--- src/rtl/hdlc_drs_pkg.sv ---
// Package for the HDLC de-framing and re-stuffing block.
// Holds the framing constants, the receive mode type and the stuffing helper.
// Depends on nothing.
`timescale 1ns / 1ps

package hdlc_drs_pkg;

  localparam int unsigned BYTE_W = 8;
  localparam int unsigned COUNT_W = 10;
  localparam int unsigned MAX_RESULTS = 5;
  localparam int unsigned RES_CNT_W = 3;
  localparam int unsigned MAX_FRAME_BYTES_DEF = 512;

  localparam logic [BYTE_W-1:0] FLAG_BYTE = 8'h7E;
  localparam logic [BYTE_W-1:0] ESC_BYTE = 8'h7D;
  localparam logic [BYTE_W-1:0] XOR_MASK = 8'h20;
  localparam logic [BYTE_W-1:0] CTRL_CHAN_RST = 8'h04;
  localparam logic [BYTE_W-1:0] MARKER_BYTE = 8'h00;

  typedef enum logic [1:0] {
    MODE_WAIT  = 2'd0,
    MODE_FRAME = 2'd1,
    MODE_ESC   = 2'd2
  } rx_mode_t;

  typedef struct packed {
    logic [1:0]          len;
    logic [2*BYTE_W-1:0] bytes;
  } stuffed_t;

  function automatic stuffed_t stuff_byte(input logic [BYTE_W-1:0] c);
    stuffed_t s;
    if ((c == FLAG_BYTE) || (c == ESC_BYTE)) begin
      s.len = 2'd2;
      s.bytes = {c ^ XOR_MASK, ESC_BYTE};
    end else begin
      s.len = 2'd1;
      s.bytes = {8'h00, c};
    end
    return s;
  endfunction

endpackage

--- src/rtl/hdlc_dlci_deframe_restuff.sv ---
// Top level of the HDLC de-framing and re-stuffing block.
// Uses hdlc_drs_pkg for constants, the mode type and the stuffing helper.
//
//   channel   direction  contents
//   s_*       in         one received byte per beat
//   m_*       out        one byte for the receive FIFO per beat
//   cfg_*     in         control channel number, written when cfg_we is high
//
// Each input beat is decoded into zero to five result bytes, which sit in
// a result register and leave one per cycle on the output side while m_tready is high.
// A new input beat is taken only when no result byte is pending or while
// the last pending result byte is sent.
// Reset is synchronous and puts the block back to waiting for the first flag.
// A stall on the output side holds the result register and the input side.
`timescale 1ns / 1ps

module hdlc_dlci_deframe_restuff #(
  parameter int unsigned MAX_FRAME_BYTES = hdlc_drs_pkg::MAX_FRAME_BYTES_DEF
) (
  input  logic                             clk,
  input  logic                             rst,
  input  logic                             s_tvalid,
  output logic                             s_tready,
  input  logic [hdlc_drs_pkg::BYTE_W-1:0]  s_tdata,   // rx_byte
  output logic                             m_tvalid,
  input  logic                             m_tready,
  output logic [hdlc_drs_pkg::BYTE_W-1:0]  m_tdata,   // fifo_byte
  input  logic                             cfg_we,
  input  logic [hdlc_drs_pkg::BYTE_W-1:0]  cfg_wdata  // control_channel
);
  import hdlc_drs_pkg::*;

  localparam logic [COUNT_W-1:0] MAX_CNT = COUNT_W'(MAX_FRAME_BYTES);
  localparam int unsigned LIST_W = MAX_RESULTS * BYTE_W;

  logic [BYTE_W-1:0]    control_channel;
  rx_mode_t             rx_mode, rx_mode_next;
  logic [COUNT_W-1:0]   frame_count, frame_count_next;
  logic [BYTE_W-1:0]    held_first, held_first_next;
  logic                 diverted_frame, diverted_frame_next;
  logic [LIST_W-1:0]    res_buf, res_list;
  logic [RES_CNT_W-1:0] res_cnt, res_n;

  logic accept;
  logic pop;

  assign m_tvalid = (res_cnt != '0);
  assign m_tdata = res_buf[BYTE_W-1:0];
  assign pop = m_tvalid && m_tready;
  assign s_tready = (res_cnt == '0) || ((res_cnt == RES_CNT_W'(1)) && m_tready);
  assign accept = s_tvalid && s_tready;

  always_ff @(posedge clk) begin
    if (rst) begin
      control_channel <= CTRL_CHAN_RST;
    end else if (cfg_we) begin
      control_channel <= cfg_wdata;
    end
  end

  always_ff @(posedge clk) begin
    if (rst) begin
      rx_mode <= MODE_WAIT;
      frame_count <= '0;
      held_first <= '0;
      diverted_frame <= 1'b0;
      res_cnt <= '0;
    end else if (accept) begin
      rx_mode <= rx_mode_next;
      frame_count <= frame_count_next;
      held_first <= held_first_next;
      diverted_frame <= diverted_frame_next;
      res_cnt <= res_n;
    end else if (pop) begin
      res_cnt <= res_cnt - RES_CNT_W'(1);
    end
  end

  always_ff @(posedge clk) begin
    if (accept) begin
      res_buf <= res_list;
    end else if (pop) begin
      res_buf <= res_buf >> BYTE_W;
    end
  end

  always_comb begin
    logic [BYTE_W-1:0] b;
    logic [BYTE_W-1:0] c;
    logic              take;
    stuffed_t          s1;
    stuffed_t          s2;

    b = s_tdata;
    c = b;
    take = 1'b0;
    rx_mode_next = rx_mode;
    frame_count_next = frame_count;
    held_first_next = held_first;
    diverted_frame_next = diverted_frame;
    res_list = '0;
    res_n = '0;

    case (rx_mode)
      MODE_ESC: begin
        rx_mode_next = MODE_FRAME;
        c = b ^ XOR_MASK;
        take = 1'b1;
      end
      MODE_FRAME: begin
        if (b == FLAG_BYTE) begin
          if (frame_count >= COUNT_W'(2)) begin
            res_list[BYTE_W-1:0] = diverted_frame ? MARKER_BYTE : FLAG_BYTE;
            res_n = RES_CNT_W'(1);
          end
          frame_count_next = '0;
          diverted_frame_next = 1'b0;
        end else if (b == ESC_BYTE) begin
          rx_mode_next = MODE_ESC;
        end else begin
          take = 1'b1;
        end
      end
      default: begin
        if (b == FLAG_BYTE) begin
          rx_mode_next = MODE_FRAME;
          frame_count_next = '0;
          diverted_frame_next = 1'b0;
        end else begin
          rx_mode_next = MODE_WAIT;
          res_list[BYTE_W-1:0] = b;
          res_n = RES_CNT_W'(1);
        end
      end
    endcase

    s1 = stuff_byte(held_first);
    s2 = stuff_byte(c);

    if (take && (frame_count < MAX_CNT)) begin
      if (frame_count == '0) begin
        held_first_next = c;
        diverted_frame_next = (c == control_channel);
        frame_count_next = COUNT_W'(1);
      end else if (frame_count == COUNT_W'(1)) begin
        frame_count_next = COUNT_W'(2);
        if (!diverted_frame) begin
          res_list[BYTE_W-1:0] = FLAG_BYTE;
          res_list[3*BYTE_W-1:BYTE_W] = s1.bytes;
          if (s1.len == 2'd2) begin
            res_list[5*BYTE_W-1:3*BYTE_W] = s2.bytes;
          end else begin
            res_list[4*BYTE_W-1:2*BYTE_W] = s2.bytes;
          end
          res_n = RES_CNT_W'(1) + RES_CNT_W'(s1.len) + RES_CNT_W'(s2.len);
        end
      end else begin
        frame_count_next = frame_count + COUNT_W'(1);
        if (!diverted_frame) begin
          res_list[2*BYTE_W-1:0] = s2.bytes;
          res_n = RES_CNT_W'(s2.len);
        end
      end
    end
  end

endmodule
--- config.mk ---
export PLATFORM = sky130hd
export DESIGN_NAME = hdlc_dlci_deframe_restuff
export DESIGN_NICKNAME = d
export VERILOG_FILES = /design/src/rtl/hdlc_drs_pkg.sv /design/src/rtl/hdlc_dlci_deframe_restuff.sv
export SDC_FILE = /design/constraint.sdc
export NUM_CORES = 1
export LEC_CHECK = 0
export BUFFER_PORTS_ARGS = -buffer_cell sky130_fd_sc_hd__buf_2
export CAP_MARGIN = 30
export CORE_AREA = 4 4 114 89
export DETAILED_ROUTE_END_ITERATION = 7
export DIE_AREA = 0 0 118 93
export GPL_TIMING_DRIVEN = 0
export SLEW_MARGIN = 30
export SYNTH_ARGS = -nofsm -noshare
export SYNTH_HDL_FRONTEND = slang
export SYNTH_SLANG_ARGS = --single-unit
--- constraint.sdc ---
create_clock -name clk -period 2.4 [get_ports clk]
set_input_delay 0.24 -clock clk [delete_from_list [all_inputs] [get_ports clk]]
set_output_delay 0.24 -clock clk [all_outputs]
set_load 0.01 [all_outputs]
==> impl_metrics.yaml, run 1 <==
power:
  ir_drop_mv: 0.5015
  p_per_area_nw_per_um2: 1015
  finalPower_w: 0.004841
  leakagePower_nw: 1.808
global_route:
  track_usage_pct: 19.00
  gr-total-overflow: 0
  grt_start_max_net_pins: 47
  grt_pass1_vias: 3079
  antenna_found_initial: 0
  grt_pass1_wl_mm: 16.37
synthesis:
  synth_top_area_share_pct: 30.27
  syn_area_um2: 3968
  yosysTopAreaCell: "edfxtp_1"
  yosys_warnings: 0
  ys_ff_latch: 72
  synthFlopType: "edfxtp_1"
  avgSynthCellArea_um2: 9.677
  async_reset_ff_share_pct: 0
  ys_top_cells_by_area: "edfxtp_1 (30%), dfxtp_1 (16%), nor2_1 (4.1%)"
  syn_inst: 410
  ys_seq_area_share_pct: 46.42
  yosysUniqueCellTypes: 63
  synth-edff-count: 40
critical_path:
  worstPathMaxFanout: 9
  worst_ep_arrival_time_ns: 2.57
  startpoint_type: "flip-flop"
  crit_path_end_kind: "flip-flop"
  path_class: "flip-flop to flip-flop"
  cp.required_ns: 2.66
outcome:
  outcome: "completed"
placement:
  gp_congestion: 0.8798
  place.port_buffers: 22
  hpwl_mm: 6.999
  post-place-ws_ns: -0.4728
timing:
  post-route-min-period_ns: 2.312
  drv_slew: 0
  max_slew_margin_pct: 59.04
  max_freq_mhz: 432.5
  worst_slack_ns: 0.08795
  tightest_slew_ns: 0.6144
  finalCritPeriodShare_pct: 96.34
  finalHoldViolations: 0
  setup_viol_count_final: 0
  skew_ns: 0.006635
floorplanning:
  io_pins: 31
  fp.coreArea_um2: 8934
  die_w_um: 118
  placementRows: 30
  dieArea_um2: 10970
  start_util_pct: 44.41
  die_h_um: 93
drt:
  routed_wl_mm: 10.16
  drt-initial-drc-count: 269
  dr.pass1.iters: 4
  vias_per_cell: 5.703
  vias: 3285
  wl_per_cell_um: 17.64
  drc: 0
  postRouteAntennaNets: 0
job:
  max_cap_viol_count: 0
cts:
  cts_htree_levels: 3
  numCtsBuffers: 9
  clock_path_buffers: 2
  clock_latency_ns: 0.34
  cts_tree: "built"
  root_buffer: "clkbuf_16"
  path_clk_slew_ns: 0.06
  hold_buffers: 0
  clock_sinks: 72
worst_hold_path:
  hold_class: "input port to flip-flop"
final_layout:
  final_layout_size_suffix_gt1_share_pct: 22.63
  antenna_cells: 0
  mostFrequentLayoutCells: "nor2_1 (40), edfxtp_1 (40), nand2_1 (39)"
  syn_to_final_growth_pct: 20.25
  final_nets: 491
layer usage:
metal	wire, µm	up-vias	GRT usage (%)
li1	-	1596	-
met1	5147	1571	27.54
met2	4231	105	27.55
met3	631	13	5.018
met4	150	0	6.244
met5	0	-	0
cell families (layout without fill, tap and decap cells):
group	after synthesis	count (layout)	share of synthesized area, %
AND/OR/NAND/NOR	148	148	20.12
AO/OA/AOI/OAI	98	98	16.27
flip-flops	72	72	46.42
buffers and inverters	49	102	5.834
multiplexers	19	19	4.951
XOR/XNOR	12	12	2.839
adder cells (fa/ha/maj)	11	11	3.469
other	1	2	0.09452
power breakdown:
group	switching (W)	total (W)	internal (W)
Sequential	0.000123	0.00195	0.00183
Clock	0.000506	0.00134	0.000839
Combinational	0.000935	0.00154	0.000607
cell usage after synthesis (3+ instances only):
cell      instances
nor2_1           43
edfxtp_1         40
nand2_1          39
dfxtp_1          32
a21oi_1          21
o21ai_1          20
inv_1            18
mux2i_1          16
o31ai_1          12
ha_1             11
clkbuf_1         10
nand3_1          10
nor3_1           10
buf_2             9
buf_4             9
o21ai_0           9
xor2_1            8
or4_1             7
nor2b_1           6
nor4_1            5
nand4_1           4
o211ai_1          4
or3_1             4
a211oi_1          3
nor3_2            3
o41ai_1           3
xnor2_1           3
repair_timing:
item,in CTS,in global routing
resized for setup,9,13
endpoints found under the hold margin,0,0
setup endpoints to repair,34,36
pin swaps,5,8
buffers inserted,3,12
through the flow:
stage	hold WS [ns]	utilization, %	setup TNS [ns]	std cells	instance area (µm²)
2_1_floorplan	0.3579	-	0	411	3971
3_3_place_gp	0.4493	47.25	-4.482	545	4222
3_5_place_dp	0.4509	47.30	-4.878	545	4225
4_1_cts	0.1016	51.51	0	564	4602
5_1_grt	0.1004	53.40	-0.1328	576	4771
6_report	0.1111	53.40	0	576	4771
flip-flops by register name (all words and copies together) (netlist names):
| signal | flops |
|---|---|
| control_channel | 8 |
| diverted_frame | 1 |
| rx_mode | 2 |
| frame_count | 10 |
| res_buf | 40 |
| held_first | 8 |
| res_cnt | 3 |
worst paths after layout:
kind	end	start	depth (start not counted)	slack [ns]
hold / removal	control_channel[2]	cfg_wdata[2]	2	0.11
setup reg to reg	res_cnt[0]	rx_mode[0]	11	0.09
hold reg to reg	rx_mode[0]	rx_mode[0]	2	0.49
setup / recovery	res_cnt[0]	rx_mode[0]	11	0.09
area by class of cell:
cell class	instances	area [µm²]
fill	834	4163
multi-input combinational	290	2031
sequential	72	1842
clock buffer	14	292.8
timing repair buffer	37	222.7
buffer	30	158.9
tap	112	140.1
inverter	19	73.82
clock inverter	2	10.01
critical path, stage by stage (launching register included):
cell      delay (ns)
dfxtp_1         0.36
inv_1           0.05
ha_1            0.18
buf_4           0.19
xnor2_4         0.18
nor4_4          0.30
buf_4           0.17
inv_4           0.04
ha_1            0.28
mux2i_1         0.13
o221ai_1        0.15
a21oi_1         0.19
(Power assumes the default switching activity.)
==> run 2, diff against run 1 <==
==> constraint.sdc (replaced) <==
create_clock -name clk -period 2.3 [get_ports clk]
set_input_delay 0.23 -clock clk [delete_from_list [all_inputs] [get_ports clk]]
set_output_delay 0.23 -clock clk [all_outputs]
set_load 0.01 [all_outputs]
==> run 2 against run 1 <==
Against the previous run:
- critical path depth down 4
- via count is 0.88% higher
- sequential power up 5%
- sequential share of layout area rose by 0.063 points
- register-to-register slack lost 0.05 ns
- setup slack got worse by 0.050 ns
- count of clock-buffer cells in the layout up 1
- non-clock buffer count fell by 3
- fmax increased by 2.2%
- routed wire length rose by 0.33%
- combinational power up 6%
==> impl_metrics.yaml, run 2 (same netlist as run 1, synthesis figures left out) <==
worst_hold_path:
  hold_end: "control_channel[2]"
  worstHoldPathCells: 2
  hold_start: "cfg_wdata[2]"
  hold_class: "input port to flip-flop"
global_route:
  grt_busiest_layer: "met1"
  antenna_found_initial: 0
  grt_start_max_net_pins: 47
  track_usage_pct: 19.25
  use_met3_pct: 4.897
  grt_pass1_wl_mm: 16.43
  grt_pass1_vias: 3102
  met2_usage_pct: 26.83
  use_met1_pct: 28.42
  gr-total-overflow: 0
cts:
  cts_tree: "built"
  path_clk_slew_ns: 0.06
  hold_buffers: 0
  numCtsBuffers: 9
  clock_path_buffers: 2
  clock_latency_ns: 0.34
  cts_htree_levels: 3
  clock_sinks: 72
  root_buffer: "clkbuf_16"
timing:
  finalCritPeriodShare_pct: 98.37
  skew_ns: 0.006719
  finalHoldViolations: 0
  whs_ns: 0.1159
  tightest_slew_ns: 0.6062
  post-route-min-period_ns: 2.262
  setup_viol_count_final: 0
  max_freq_mhz: 442.0
  finalSetupTns_ns: 0
  max_slew_margin_pct: 59.58
  drv_slew: 0
placement:
  gp_congestion: 0.8823
  hpwl_mm: 7.071
  dpl_cell_area_um2: 4237
  dp.cells: 545
  place.port_buffers: 22
final_layout:
  final_layout_size_suffix_gt1_share_pct: 23.21
  top_regs: "res_buf (40), frame_count (10)"
  fillers: 834
  seqCellArea_um2: 1844
  mostFrequentLayoutCells: "nor2_1 (40), edfxtp_1 (40), nand2_1 (39)"
  final_nets: 488
  multiInputGateArea_um2: 2068
  stdcell_count: 573
  largest_reg_flops: 40
  antenna_cells: 0
  top_register: "res_buf"
  final_area_um2: 4770
  syn_to_final_growth_pct: 20.21
drt:
  postRouteAntennaNets: 0
  vias_per_cell: 5.784
  wl_per_cell_um: 17.79
  vias: 3314
  routed_wl_mm: 10.20
  drc: 0
  dr.pass1.iters: 5
  drt-initial-drc-count: 293
critical_path:
  path_class: "flip-flop to flip-flop"
  worst_ep_arrival_time_ns: 2.40
  startpoint_type: "flip-flop"
  reg2reg_to: "res_buf[0]"
  crit_path_end_kind: "flip-flop"
  cp.required_ns: 2.44
  reg2reg_from: "rx_mode[0]"
  reg2regPathDepth: 7
  r2r_setup_slack_ns: 0.04
  worstPathMaxFanout: 6
power:
  finalPower_w: 0.004977
  ir_drop_mv: 0.5082
  leakagePower_nw: 1.787
  p_per_area_nw_per_um2: 1044
floorplanning:
  fp.coreArea_um2: 8934
  dieArea_um2: 10970
  start_util_pct: 44.41
  die_w_um: 118
  die_h_um: 93
  io_pins: 31
  placementRows: 30
outcome:
  outcome: "completed"
job:
  max_cap_viol_count: 0
==> run 2: metrics by stage <==
stage | utilization [%] | setup slack [ns]
finish | 53.39 | 0.03752
global route | 53.39 | -0.03784
CTS | 51.76 | -0.02275
detailed placement | 47.42 | -0.5378
global placement | 47.38 | -0.5291
floorplan | - | 0.01015
==> run 2: report_power, final <==
part           switching, W  internal, W  total (W)
Clock              0.000511     0.000789    0.00130
Combinational      0.000999     0.000643    0.00164
Sequential         0.000126      0.00191    0.00204
==> run 2: critical path, stage by stage (launching register included) <==
cell and delay (ns):
dfxtp_1 0.35, inv_1 0.05, ha_1 0.39, nor2_4 0.17, o21ai_2 0.12, nor4_4 0.46, a21oi_1 0.20, o31ai_2 0.32
==> run 2: worst max path at each step <==
stage                       start          to  slack, ns
finish                 rx_mode[0]  res_buf[0]       0.04
global route           rx_mode[0]  res_buf[8]      -0.04
CTS                    rx_mode[0]  res_cnt[1]      -0.02
detailed placement  held_first[4]  res_cnt[1]      -0.54
global placement    held_first[4]  res_cnt[1]      -0.53
floorplan              rx_mode[0]  res_cnt[1]       0.01
==> run 2: routing by layer <==
| layer | vias to the layer above | wire [µm] |
|---|---|---|
| met5 | - | 0 |
| met4 | 0 | 153 |
| met3 | 14 | 881 |
| met2 | 140 | 4176 |
| met1 | 1560 | 4984 |
| li1 | 1600 | - |
==> run 2: repair_timing <==
action,in CTS,in global routing
setup endpoints to repair,46,40
pin swaps,7,10
resized for setup,15,20
buffers inserted,5,8
==> run 2: layout make-up <==
class	count	area share, %
clock inverter	1	0.1049
clock buffer	15	5.614
sequential	72	38.67
inverter	19	1.548
multi-input combinational	290	43.36
buffer	29	3.410
timing repair buffer	35	4.355
tap	112	2.938
==> run 3, diff against run 2 <==
--- a/config.mk
+++ b/config.mk
@@ -5,11 +5,12 @@
 export SDC_FILE = /design/constraint.sdc
 export NUM_CORES = 1
 export LEC_CHECK = 0
+export ABC_AREA = 1
 export BUFFER_PORTS_ARGS = -buffer_cell sky130_fd_sc_hd__buf_2
 export CAP_MARGIN = 30
-export CORE_AREA = 4 4 114 89
+export CORE_AREA = 4 4 115 89
 export DETAILED_ROUTE_END_ITERATION = 7
-export DIE_AREA = 0 0 118 93
+export DIE_AREA = 0 0 119 93
 export GPL_TIMING_DRIVEN = 0
 export SLEW_MARGIN = 30
 export SYNTH_ARGS = -nofsm -noshare
==> run 3 against run 2 <==
Against the previous run:
- utilization is 1.3 points lower
- design area is 1.2% lower
- largest power group unchanged
- synthesized cell count rose by 23%
==> impl_metrics.yaml, run 3 <==
synthesis:
  ys_seq_area_share_pct: 45.81
  ys_ff_latch: 72
  synth-edff-count: 40
  synthFlopType: "edfxtp_1"
  syn_area_um2: 4020
  ys_top_cells_by_area: "edfxtp_1 (30%), dfxtp_1 (16%), nand2_1 (11%)"
  synth_common_cells: "nand2_1 (114), nor2_1 (81), edfxtp_1 (40), dfxtp_1 (32), inv_1 (29)"
  synth_top_area_share_pct: 29.88
  yosys_warnings: 0
  yosysUniqueCellTypes: 34
  syn_inst: 506
  avgSynthCellArea_um2: 7.945
  async_reset_ff_share_pct: 0
  yosysMostFrequentCell: "nand2_1"
  yosysTopAreaCell: "edfxtp_1"
critical_path:
  path_class: "flip-flop to flip-flop"
  reg2regPathDepth: 8
  worst_ep_arrival_time_ns: 2.31
  cp.required_ns: 2.44
  path_delay_family: "buffers and inverters"
  timing.critical_path.buf_inv: 2
  crit_slowest_cell: "clkbuf_1"
  reg2reg_to: "res_buf[7]"
  r2r_setup_slack_ns: 0.14
  crit_path_end_kind: "flip-flop"
  crit_top_cell: "nand2_1"
  startpoint_type: "flip-flop"
  reg2reg_from: "res_cnt[0]"
  path_cells: "inv_1, ha_1, nand2_1, nand2_1, nand2_1, clkbuf_1, a21oi_1, a21oi_1"
  max_stage_delay_ns: 0.52
  worstPathMaxFanout: 10
cts:
  numCtsBuffers: 9
  root_buffer: "clkbuf_16"
  clock_path_buffers: 2
  hold_buffers: 0
  clock_latency_ns: 0.34
  cts_htree_levels: 3
  clock_sinks: 72
  path_clk_slew_ns: 0.06
  cts_tree: "built"
final_layout:
  mostFrequentLayoutCells: "nand2_1 (112), nor2_1 (81), edfxtp_1 (40)"
  stdcell_count: 684
  syn_to_final_growth_pct: 17.24
  largest_reg_flops: 40
  antenna_cells: 0
  top_register: "res_buf"
  final_layout_size_suffix_gt1_share_pct: 18.88
  top_regs: "res_buf (40), frame_count (10)"
  final_area_um2: 4713
  fillers: 878
  layout_commonest_cell: "nand2_1"
  final_nets: 583
timing:
  max_freq_mhz: 462.0
  skew_ns: 0.007441
  finalCritPeriodShare_pct: 94.11
  max_slew_margin_pct: 58.81
  finalHoldViolations: 0
  rsz0062_at_grt: "false"
  drv_slew: 0
  tightest_slew_ns: 0.6178
  post-route-min-period_ns: 2.165
  setup_viol_count_final: 0
floorplanning:
  die_h_um: 93
  fp.coreArea_um2: 9046
  placementRows: 30
  die_w_um: 119
  io_pins: 31
  start_util_pct: 44.44
  dieArea_um2: 11070
power:
  finalPower_w: 0.005029
  leakagePower_nw: 2.002
  p_int_w: 0.003358
  swShare_pct: 33.23
  p_switching_w: 0.001671
  p_clk_share_pct: 26.8
  p_per_area_nw_per_um2: 1067
  pwr-share-comb_pct: 31.9
  ir_drop_mv: 0.3759
  p_seq_share_pct: 41.3
worst_hold_path:
  worstHoldPathCells: 3
  hold_class: "input port to flip-flop"
  hold_start: "cfg_wdata[2]"
  hold_end: "control_channel[2]"
drt:
  postRouteAntennaNets: 0
  drc: 0
  vias_per_cell: 5.042
  drt-initial-drc-count: 335
  routed_wl_mm: 10.56
  wl_per_cell_um: 15.44
  dr.pass1.iters: 5
  vias: 3449
placement:
  dp.cells: 662
  dpl_cell_area_um2: 4334
  hpwl_mm: 7.667
  gp_congestion: 0.8965
  place.port_buffers: 26
global_route:
  gr-total-overflow: 0
  grt_pass1_wl_mm: 16.99
  grt_start_max_net_pins: 27
  track_usage_pct: 19.84
  antenna_found_initial: 0
  grt_pass1_vias: 3251
outcome:
  outcome: "completed"
job:
  max_cap_viol_count: 0
## run 3: cells by family (layout without fill, tap and decap cells)
kind of cell / after synthesis / count (layout) / share of synthesized area [%]
and+or+nand+nor: 256 / 256 / 29.19
adders and majority gates: 11 / 11 / 3.424
xor gates and xnor gates: 14 / 14 / 3.050
DFF: 72 / 72 / 45.81
other: 1 / 2 / 0.09328
AOI/OAI and AO/OA: 85 / 85 / 10.96
buffers and inverters: 67 / 116 / 7.470
## run 3: area by class of cell
class	instances	area, µm²	area share [%]
clock inverters	2	11.26	0.2389
flip-flops and latches	72	1842	39.08
multi-input cells	368	1922	40.78
repair buffers	33	195.2	4.141
well taps	128	160.2	3.398
plain buffers	22	128.9	2.734
inverters	45	175.2	3.716
clock buffers	14	279.0	5.920
## run 3: power groups by stage
stage | Combinational [W] | Clock (W) | Sequential (W)
2_1_floorplan | 0.00107 | 0 | 0.00208
3_3_place_gp | 0.00148 | 0 | 0.00211
3_5_place_dp | 0.00156 | 0 | 0.00210
4_1_cts | 0.00158 | 0.00137 | 0.00208
5_1_grt | 0.00179 | 0.00143 | 0.00211
6_report | 0.00161 | 0.00135 | 0.00208
## run 3: what timing repair did
action	CTS	global route
setup buffers	0	6
cloned	0	0
resized for setup	4	5
hold endpoints to repair	0	0
setup endpoints to repair	2	1
pin swaps	0	2
## run 3: worst max-delay path by stage
| stage | startpoint | to | slack (ns) | cells past startpoint |
|---|---|---|---|---|
| 3_5_place_dp | rx_mode[0] | res_cnt[0] | -0.21 | 14 |
| 4_1_cts | rx_mode[0] | res_cnt[0] | 0.005 | 14 |
| 5_1_grt | rx_mode[0] | res_buf[29] | 0.04 | 7 |
| 3_3_place_gp | res_cnt[0] | res_buf[39] | -0.25 | 5 |
| 6_report | res_cnt[0] | res_buf[7] | 0.14 | 8 |
| 2_1_floorplan | res_cnt[0] | res_buf[0] | 0.17 | 5 |
## run 3: worst min-delay path: stages
cell     delay [ns]
buf_2          0.08
nand2_1        0.04
nand3_1        0.07
## run 3: routing by layer
layer	up-vias	GRT usage (%)	part of all wire, %
li1	1740	-	-
met1	1576	28.07	48
met2	114	29.38	43
met3	19	5.683	8.1
met4	0	6.075	1.3
met5	-	0	0
## run 3: per-stage QoR
step	util, %	setup TNS (ns)	hold WS [ns]	setup WS (ns)
after detailed placement	47.91	-0.2464	0.4530	-0.2076
final	52.10	0	0.1084	0.1354
after global routing	52.10	0	0.1312	0.03955
after CTS	51.31	0	0.1042	0.004701
after global placement	47.69	-10.67	0.4433	-0.2523
after floorplan	-	0	0.3521	0.1713
